File: src/rtl/lcmf_ram.sv
// generic single-port ram with registered read
// no dependencies
module lcmf_ram #(
    parameter int WIDTH = 8,
    parameter int DEPTH = 16
) (
    input  logic                     clk,
    input  logic                     we,
    input  logic [$clog2(DEPTH)-1:0] addr,
    input  logic [WIDTH-1:0]         wdata,
    output logic [WIDTH-1:0]         rdata
);

    logic [WIDTH-1:0] mem [DEPTH];

    always_ff @(posedge clk)
    begin
        if (we)
        begin
            mem[addr] <= wdata;
        end
        rdata <= mem[addr];
    end

endmodule

File: config.mk
export PLATFORM = sky130hd
export DESIGN_NAME = lcmf_ram
export DESIGN_NICKNAME = d
export VERILOG_FILES = /design/src/rtl/lcmf_ram.sv
export SDC_FILE = /design/constraint.sdc
export NUM_CORES = 1
export LEC_CHECK = 0
export BUFFER_PORTS_ARGS = -buffer_cell sky130_fd_sc_hd__buf_2
export CORE_UTILIZATION = 57
export CTS_CLUSTER_DIAMETER = 100
export CTS_CLUSTER_SIZE = 12
export DETAILED_ROUTE_END_ITERATION = 8
export GPL_ROUTABILITY_DRIVEN = 0
export GPL_TIMING_DRIVEN = 0
export PLACE_DENSITY = 0.73
export SLEW_MARGIN = 10
export SYNTH_ARGS = -nofsm -noshare
export SYNTH_HDL_FRONTEND = slang
export SYNTH_SLANG_ARGS = --single-unit
File: constraint.sdc
create_clock -name clk -period 2.8 [get_ports clk]
set_clock_uncertainty 0.15 [all_clocks]
set_input_delay 0.28 -clock clk [delete_from_list [all_inputs] [get_ports clk]]
set_output_delay 0.28 -clock clk [all_outputs]
set_load 0.005 [all_outputs]
Yosys cells after proc, flatten, opt, wreduce, memory -nomap -nowiden
Memory sizes are Yosys's and may differ from the RTL's. A register that Yosys moved wholly into a read port is not among the register bits.
Index checks and enable logic that the tools add are counted.
{ "totals": {"ram_bits": 128, "elab_cells": 3, "n_memories": 1, "inputBits": 14, "register_bits": 0, "output_inout_bits": 8} }
{ "classes": {"mux": 2} }
{ "mem_list": {"columns": ["name", "words", "width", "rd", "rd_ports_with_merged_regs", "write_ports", "line", "rtl"], "rows": [
  ["mem", 16, 8, 1, 1, 1, "14", "logic [WIDTH-1:0] mem [DEPTH];"]
]} }
{ "op_table": {"columns": ["cell", "n"], "rows": [
  ["two-way mux 1 bit", 2]
]} }

Depth between registers and ports, before layout
Gate-level depths: netlist of run 1.
{ "depth": {"word_depth": 2, "ltp_mapped": 5, "depth_no_buf": 3} }

Worst setup path after synthesis of run 1
No wires, ideal clock.
{ "synth_path": {"path_kind": "input port to flip-flop", "from": "input addr[2]", "to": "memory mem[0][0], enable pin", "setup_ns": 0.383, "t_arrival_ns": 1.390, "path_buffers": 0, "path_slack_ns": 0.877, "cell_stages": 2, "path_cell_list": "or3b_2 -> nor3_1"} }
{ "synth_lines": {"columns": ["element", "line", "rtl"], "rows": [
  ["from (decl)", "9", "input logic [$clog2(DEPTH)-1:0] addr,"],
  ["to (decl)", "14", null]
]} }
Straight into the memory's write port.

Worst setup path in the final report of run 1
{ "layout_path": {"from": "input addr[1]", "to": "memory mem[3][4], enable pin"} }
Straight into the memory's write port.

==> impl_metrics.ini, run 1 <==
[cts]
cts-root-buf = clkbuf_8
cts.path.max_buffers = 2
post_cts_resized = 0
clock_latency_ns = 0.52
cts_tree = built
path_clk_slew_ns = 0.06
cts_inserted_buffers = 17
holdBufCountCts = 1
htreeDepth = 4
cts_setup_buffers = 0
cts.sink_count = 136

[timing]
setup_violations = 0
fmax_ghz = 0.515
min_period_ns = 1.94
hold_viol = 0
slew_headroom_pct = 18.6
finalWorstSetupSlack_ns = 0.859
finalSetupTns_ns = 0
period_share_pct = 69.3
drv_slew = 0
rsz0062_at_grt = false
worst_pin_slew_ns = 1.21
holdWs_ns = 0.0163

[cells_and_area]
nFillCells = 533
area_growth_syn_to_layout_pct = 18.0
num-nets-final = 283
antenna_cells = 0
fin_cells = 390
drive_above_1_share_pct = 31.9

[yosys]
ys_ff_latch = 136
syn_avg_cell_area_um2 = 22.0
synth_top_area_share_pct = 75.9
synthCells = 230
ys_types = 18
yosysSeqAreaShare_pct = 79.0
yosys-top-cells-area = edfxtp_1 76%, mux4_2 14%, dfxtp_1 3.2%
syn_nets = 244
yosysTopAreaCell = edfxtp_1
netlist_area_um2 = 5070
ys_warn_count = 0

[floorplan]
ioPinCount = 22
core_region_area_um2 = 8680
std_cell_rows = 34
die_w_um = 96.3
initial_utilization_pct = 58.4
die_area_um2 = 9270
die_h_um = 96.3

[hold_path]
hold_end = mem[4][0]
worstHoldStart = wdata[0]
hold_path_class = input port to flip-flop
worstHoldPathCells = 1

[grt]
grt_pass1_vias = 2295
grt_overflow = 0
antenna_found_initial = 0
grt_use_total_pct = 21.9
grt_max_degree = 17
grt_first_pass_wirelength_um = 13200

[pwr]
power_density_nw_per_um2 = 830
switching_share_pct = 19.4
peakVddDrop_mv = 0.410
power.internal_w = 0.00400
p_switching_w = 0.000964
combPwrFrac_pct = 4.3
cellLeakagePower_nw = 1.97
power_frac_clock_pct = 49.7
seq_power_share_pct = 46.1

[critical_path]
worstRegToRegCells = 3
r2r_slack_ns = 1.26
r2r-start = mem[10][7]
crit_fanout = 10
reg2reg_to = rdata[7]
criticalPathCategory = input port to flip-flop
cp.arrival_ns = 1.93
cp.required_ns = 2.79
endpoint_kind = flip-flop
startpoint_type = input port

[place]
dp.cells = 357
dpl.hpwl_um = 5640
dp_slack_ns = 0.347
portBuffers = 19

[status]
status = complete, no violations

[drt]
postRouteWirelength_um = 9160
drt-wirelength-per-cell_um = 23.5
vias_per_cell = 6.03
vias = 2351
drtIter0Drc = 207
ant_nets = 0
post-route-drc-count = 0
dr.pass1.iters = 4

[job]
max_cap_viol_count = 0
[worst max path at each step]
stage,start,end,slack (ns),cells after the start
after CTS,addr[1],mem[3][6],0.89,4
after global placement,addr[2],mem[0][7],0.33,3
after detailed placement,addr[1],mem[3][7],0.35,4
final,addr[1],mem[3][4],0.86,4
after global routing,addr[1],mem[3][4],0.74,4
after floorplan,addr[2],mem[0][0],0.88,2
[worst max-delay path, stage by stage]
cell	delay (ns)
buf_2	0.25
buf_1	0.48
nand2_1	0.23
nor2_1	0.68
[flip-flops by register name (all words and copies together), names as in the netlist]
signal,flops
mem,128
rdata,8
[per-stage QoR]
stage          power (W)  util (%)  cell area, um2
5_1_grt          0.00509      68.9            5980
2_1_floorplan    0.00245         -            5070
4_1_cts          0.00498      68.8            5970
3_5_place_dp     0.00254      61.0            5300
3_3_place_gp     0.00253      61.0            5300
6_report         0.00496      68.9            5980
[final cells by class]
class | count | area, um2 | area share [%]
buffer | 11 | 60.1 | 1.00
clock buffer | 18 | 418 | 6.99
clock inverter | 14 | 245 | 4.10
multi-input combinational | 83 | 1010 | 16.9
tap | 108 | 135 | 2.26
timing repair buffer | 20 | 105 | 1.76
sequential | 136 | 4000 | 66.9
[metal layers]
metal	wire length, um	GRT usage [%]	up-vias
met1	3760	30.0	1184
met3	765	7.42	17
met4	239	10.2	0
met2	4400	32.1	106
li1	-	-	1044
met5	0	0	-
[cell usage after synthesis]
master	n
nor3_1	4
nand2b_1	2
and2_1	1
nor2_1	13
buf_6	2
a22oi_1	16
dfxtp_1	8
clkbuf_2	1
clkbuf_1	2
buf_1	4
nor2b_1	2
or3b_2	1
nand3_1	1
buf_2	2
nand3b_1	2
nand2_1	9
edfxtp_1	128
mux4_2	32
[cell usage in the layout, fill, tap and decap left out, types with 2 or more instances in the layout]
| cell | instances |
|---|---|
| clkinv_4 | 3 |
| bufinv_16 | 6 |
| nand2_1 | 9 |
| clkbuf_16 | 16 |
| buf_2 | 21 |
| nand2b_1 | 2 |
| nor3_1 | 2 |
| nand3b_1 | 2 |
| inv_6 | 3 |
| buf_1 | 4 |
| edfxtp_1 | 128 |
| nor2_1 | 13 |
| dfxtp_1 | 8 |
| nor3_2 | 2 |
| buf_6 | 2 |
| nor2b_1 | 2 |
| mux4_2 | 32 |
| clkbuf_1 | 3 |
| a22oi_1 | 16 |
[power by group through the flow]
stage | clock, W | sequential [W] | combinational [W]
after detailed placement | 0 | 0.00233 | 0.000208
after global routing | 0.00257 | 0.00229 | 0.000228
final | 0.00247 | 0.00229 | 0.000211
after floorplan | 0 | 0.00233 | 0.000117
after global placement | 0 | 0.00233 | 0.000205
after CTS | 0.00249 | 0.00229 | 0.000211
[cells by family (layout without fill, tap and decap cells)]
group / count (synthesis) / count (layout) / synth area share (%)
AOI/OAI and AO/OA: 16 / 16 / 2.37
buffers and inverters: 11 / 63 / 1.19
DFF: 136 / 136 / 79.0
muxes: 32 / 32 / 14.2
and+or+nand+nor: 35 / 35 / 3.21
Power figures use the tool's default switching activity.
==> inputs of run 2 (changes only) <==
--- a/config.mk
+++ b/config.mk
@@ -5,6 +5,7 @@
 export SDC_FILE = /design/constraint.sdc
 export NUM_CORES = 1
 export LEC_CHECK = 0
+export ABC_AREA = 1
 export BUFFER_PORTS_ARGS = -buffer_cell sky130_fd_sc_hd__buf_2
 export CORE_UTILIZATION = 57
 export CTS_CLUSTER_DIAMETER = 100
@@ -12,7 +13,7 @@
 export DETAILED_ROUTE_END_ITERATION = 8
 export GPL_ROUTABILITY_DRIVEN = 0
 export GPL_TIMING_DRIVEN = 0
-export PLACE_DENSITY = 0.73
+export PLACE_DENSITY = 0.72
 export SLEW_MARGIN = 10
 export SYNTH_ARGS = -nofsm -noshare
 export SYNTH_HDL_FRONTEND = slang
==> constraint.sdc (replaced) <==
create_clock -name clk -period 2 [get_ports clk]
set_clock_uncertainty 0.15 [all_clocks]
set_input_delay 0.2 -clock clk [delete_from_list [all_inputs] [get_ports clk]]
set_output_delay 0.2 -clock clk [all_outputs]
set_load 0.005 [all_outputs]
==> run 2 against run 1 <==
  * Combinational power grew 89%
  * Register-to-register slack lost 0.44 ns
  * Global-route usage grew 4.7 points
  * Flip-flop and latch count is the same
  * Critical endpoint unchanged
  * Largest cell class unchanged
==> impl_metrics.ini, run 2 <==
[place]
dpl.hpwl_um = 7590
dp.cells = 697
portBuffers = 20
place_area_um2 = 5850
dp_slack_ns = -0.241

[pwr]
cellLeakagePower_nw = 2.84
power_density_nw_per_um2 = 1060
combPwrFrac_pct = 5.7
power.internal_w = 0.00548
power_frac_clock_pct = 48.3
p_switching_w = 0.00149
switching_share_pct = 21.4
seq_power_share_pct = 46.0
peakVddDrop_mv = 0.765

[hold_path]
hold_path_class = input port to flip-flop
worstHoldPathCells = 7
worstHoldStart = addr[1]
hold_end = rdata[1]

[grt]
grt_use_total_pct = 26.7
grt_max_degree = 17
antenna_found_initial = 0
grt_first_pass_wirelength_um = 19000
grt_pass1_vias = 3785
grt_overflow = 0

[yosys]
synthTopCellsByCount = 346 x nand2_1, 128 x edfxtp_1, 21 x inv_1
ys.flop_type = edfxtp_1
syn_avg_cell_area_um2 = 10.2
synth_edf_count = 128
yosysSeqAreaShare_pct = 71.6
netlist_area_um2 = 5590
synth_top_area_share_pct = 68.7
yosysTopAreaCell = edfxtp_1
ys_types = 11
ys_warn_count = 0
syn_nets = 562
async_flop_share_pct = 0
ys_ff_latch = 136
synthCells = 548
yosys-top-cells-area = edfxtp_1 69%, nand2_1 23%, dfxtp_1 2.9%
synth_most_common_cell = nand2_1

[floorplan]
ioPinCount = 22
std_cell_rows = 35
die_h_um = 101
die_area_um2 = 10200
die_w_um = 101
initial_utilization_pct = 59.7
core_region_area_um2 = 9370

[drt]
met2_length_um = 6060
post-route-drc-count = 0
top_layer = met4
drtIter0Drc = 252
m1WireLength_um = 4990
vias_per_cell = 5.16
dr.pass1.iters = 5
drt-wirelength-per-cell_um = 16.6
ant_nets = 0
wl_met3_um = 904
vias = 3800
postRouteWirelength_um = 12200

[cells_and_area]
nFillCells = 692
final_cell_mix = 346 x nand2_1, 128 x edfxtp_1, 32 x buf_2, 21 x inv_1, 18 x nor2_1
area_growth_syn_to_layout_pct = 17.5
num-nets-final = 609
fin_cells = 737
drive_above_1_share_pct = 11.3
final_common_cell = nand2_1
final_util_pct = 70.1
regMostFlops = mem
top_regs = mem: 128 flops, rdata: 8 flops
antenna_cells = 0
final_cell_area_um2 = 6570
largest_reg_flops = 128

[timing]
worst_pin_slew_ns = 0.780
min_period_ns = 1.75
rsz0062_at_grt = false
hold_viol = 0
finalWorstSetupSlack_ns = 0.248
setup_violations = 0
period_share_pct = 87.6
slew_headroom_pct = 47.8
fmax_ghz = 0.571
drv_slew = 0

[cts]
path_clk_slew_ns = 0.06
clock_latency_ns = 0.53
cts_tree = built
cts_inserted_buffers = 17
cts.sink_count = 136
htreeDepth = 4
cts-root-buf = clkbuf_8
cts.path.max_buffers = 2

[status]
status = complete, no violations

[critical_path]
startpoint_type = input port
r2r-start = mem[7][3]
r2r_slack_ns = 0.82
criticalPathCategory = input port to flip-flop
reg2reg_to = rdata[3]
cp.required_ns = 2.01
endpoint_kind = flip-flop
worstRegToRegCells = 8
crit_fanout = 10
cp.arrival_ns = 1.76

[job]
max_cap_viol_count = 0
[run 2: cell count changes after synthesis, sizes merged, moves of 5 or more]
cell | before | now
nand2 | 9 | 346
mux4 | 32 | 0
inv | 0 | 22
a22oi | 16 | 0
buf | 8 | 18
nor2 | 13 | 18
[run 2: critical path, stage by stage]
cell	delay, ns
buf_2	0.17
clkbuf_1	0.39
nand3_1	0.31
nor2_1	0.69
[run 2: power groups by stage]
stage | Clock (W) | Sequential (W) | Combinational [W]
final | 0.00337 | 0.00320 | 0.000398
after global routing | 0.00350 | 0.00321 | 0.000446
after CTS | 0.00339 | 0.00320 | 0.000395
after detailed placement | 0 | 0.00326 | 0.000379
after global placement | 0 | 0.00326 | 0.000371
after floorplan | 0 | 0.00326 | 0.000220
[run 2: timing repair]
item,CTS,global route
endpoints found under the hold margin,128,0
gates resized for setup,0,0
hold buffers,8,0
buffers inserted,0,0
[run 2: logic make-up after synthesis]
kind of cell	after synthesis	share of synthesized area, %
and+or+nand+nor	368	24.8
buffers and inverters	44	3.62
DFF	136	71.6
[run 2: how the worst max path moves through the flow]
stage               startpoint          to  slack (ns)  cells after the start
global route           addr[1]  mem[11][7]        0.15                      4
floorplan              addr[1]   mem[3][0]        0.27                      4
detailed placement     addr[1]   mem[3][4]       -0.24                      4
finish                 addr[1]   mem[3][4]        0.25                      4
CTS                    addr[1]   mem[3][6]        0.31                      4
global placement       addr[1]   mem[2][3]       -0.20                      4
[run 2: final cells by class]
cell class	instances	area (um2)	area share [%]
clock inverter	13	218	3.31
buffer	21	116	1.77
multi-input combinational	368	1390	21.1
clock buffer	19	422	6.41
sequential	136	4000	60.9
tap	129	161	2.46
inverter	23	86.3	1.31
timing repair buffer	28	180	2.74
[run 2: metal layers]
layer / up-vias / global-route usage (%)
met5: - / 0
met4: 0 / 11.0
met3: 29 / 7.56
met2: 151 / 43.7
met1: 1770 / 33.5
li1: 1850 / -
[run 2: metrics by stage]
stage                     hold WS, ns  power [W]  setup TNS (ns)
after floorplan                 0.149    0.00348               0
after global placement          0.427    0.00363          -17.38
after detailed placement        0.427    0.00364          -21.39
after CTS                      0.0591    0.00699               0
after global routing            0.110    0.00715               0
final                          0.0830    0.00697               0
==> inputs of run 3 (changes only) <==
--- a/config.mk
+++ b/config.mk
@@ -14,6 +14,7 @@
 export GPL_ROUTABILITY_DRIVEN = 0
 export GPL_TIMING_DRIVEN = 0
 export PLACE_DENSITY = 0.72
+export SETUP_SLACK_MARGIN = 0.5
 export SLEW_MARGIN = 10
 export SYNTH_ARGS = -nofsm -noshare
 export SYNTH_HDL_FRONTEND = slang
==> run 3 against run 2 <==
  * Sequential power about the same
  * Sequential share of layout area down 1.3 points
  * Via count up 1.1%
  * Clock-buffer cell count down 1
  * Maximum frequency up 15%
  * Largest cell class unchanged
  * Die area unchanged
  * Total power up 0.28%
  * Wire length up 3.4%
==> impl_metrics.ini, run 3 (same netlist as run 2, synthesis figures left out) <==
[cells_and_area]
nFillCells = 689
fin_cells = 737
regMostFlops = mem
final_cell_mix = 346 x nand2_1, 128 x edfxtp_1, 32 x buf_2, 21 x inv_1
seq_area_um2 = 4000
area_growth_syn_to_layout_pct = 20.1
antenna_cells = 0
num-nets-final = 609
multiInputGateArea_um2 = 1530
top_regs = mem: 128 flops, rdata: 8 flops
largest_reg_flops = 128
drive_above_1_share_pct = 15.0
final_common_cell = nand2_1

[timing]
setup_violations = 0
worst_pin_slew_ns = 0.673
fmax_ghz = 0.654
holdWs_ns = 0.0739
drv_slew = 0
rsz0062_at_grt = false
slew_headroom_pct = 55.0
hold_viol = 0
period_share_pct = 76.4
min_period_ns = 1.53
finalSetupTns_ns = 0

[critical_path]
crit_fanout = 9
max_stage_delay_ns = 0.54
criticalPathCategory = input port to flip-flop
cp_top_family = simple AND/OR/NAND/NOR gates
path_buf_inv = 2
cp.arrival_ns = 1.58
startpoint_type = input port
crit_slowest_cell = nor2_1
worstRegToRegCells = 8
cp.depth = 4
cp_cell_sequence = buf_2 > nor2_1 > inv_1 > nor2_4
cp.required_ns = 2.05
endpoint_kind = flip-flop

[floorplan]
die_area_um2 = 10200
initial_utilization_pct = 59.7
core_region_area_um2 = 9370
std_cell_rows = 35
ioPinCount = 22
die_w_um = 101
die_h_um = 101

[cts]
cts_inserted_buffers = 17
clock_latency_ns = 0.53
htreeDepth = 4
cts-root-buf = clkbuf_8
cts_tree = built
cts.path.max_buffers = 2
cts_setup_buffers = 0
path_clk_slew_ns = 0.06
cts.sink_count = 136

[drt]
post-route-drc-count = 0
vias = 3841
dr.pass1.iters = 5
drtIter0Drc = 307
postRouteWirelength_um = 12600
drt-wirelength-per-cell_um = 17.1
vias_per_cell = 5.21
ant_nets = 0

[grt]
grt_max_degree = 17
grt_use_total_pct = 26.8
grt_pass1_vias = 3750
grt_first_pass_wirelength_um = 19100
antenna_found_initial = 0
grt_overflow = 0

[place]
dpl.hpwl_um = 7730
dp.cells = 697
portBuffers = 20

[pwr]
p_total_w = 0.00699
cellLeakagePower_nw = 2.85
peakVddDrop_mv = 0.701
power_density_nw_per_um2 = 1040

[hold_path]
hold_path_class = input port to flip-flop
worstHoldPathCells = 6

[job]
max_cap_viol_count = 0

[status]
status = complete, no violations
-- run 3: repair_timing --
action,4_1_cts,5_1_grt
endpoints found under the setup margin,8,8
resized for setup,1,1
hold buffers,8,0
hold endpoints to repair,128,0
-- run 3: power by group --
part	switching, W	total, W	internal (W)	leakage, nW
Clock	0.00119	0.00336	0.00216	0.308
Sequential	0.0000162	0.00320	0.00319	1.22
Combinational	0.000305	0.000428	0.000123	1.32
Total	0.00152	0.00699	0.00547	2.85
-- run 3: worst reg2reg max path: stages, from the launching register on --
cell and delay [ns]:
edfxtp_1 0.37, nand2_1 0.07, nand2_1 0.05, nand2_1 0.07
nand2_1 0.09, nand2_1 0.10, nand2_1 0.07, inv_1 0.06
nand2_1 0.05
-- run 3: path summary, 6_finish.rpt --
| check | start | endpoint | slack, ns |
|---|---|---|---|
| worst max-delay path | addr[2] | mem[0][1] | 0.47 |
| worst min-delay path | addr[3] | rdata[6] | 0.07 |
| worst min register to register | mem[10][5] | rdata[5] | 0.58 |
| worst max register to register | mem[14][7] | rdata[7] | 0.83 |
-- run 3: area by class of cell --
type / instances / area share (%)
clock buffers: 18 / 6.22
multi-input cells: 368 / 22.8
plain buffers: 21 / 1.75
flip-flops and latches: 136 / 59.6
well taps: 129 / 2.40
clock inverters: 14 / 3.26
repair buffers: 28 / 2.68
inverters: 23 / 1.29
-- run 3: per-layer routing --
metal / vias to the layer above / wire (um) / GRT usage [%]
met1: 1774 / 5240 / 35.7
li1: 1848 / - / -
met3: 39 / 927 / 6.31
met4: 0 / 324 / 10.7
met2: 180 / 6150 / 42.7
met5: - / 0 / 0
-- run 3: stage by stage --
step / setup WS, ns / utilization (%) / area (um2)
floorplan: 0.422 / - / 5730
global placement: -0.0345 / 63.9 / 5990
detailed placement: -0.0877 / 63.9 / 5990
CTS: 0.486 / 71.6 / 6710
global route: 0.505 / 71.7 / 6720
finish: 0.471 / 71.7 / 6720
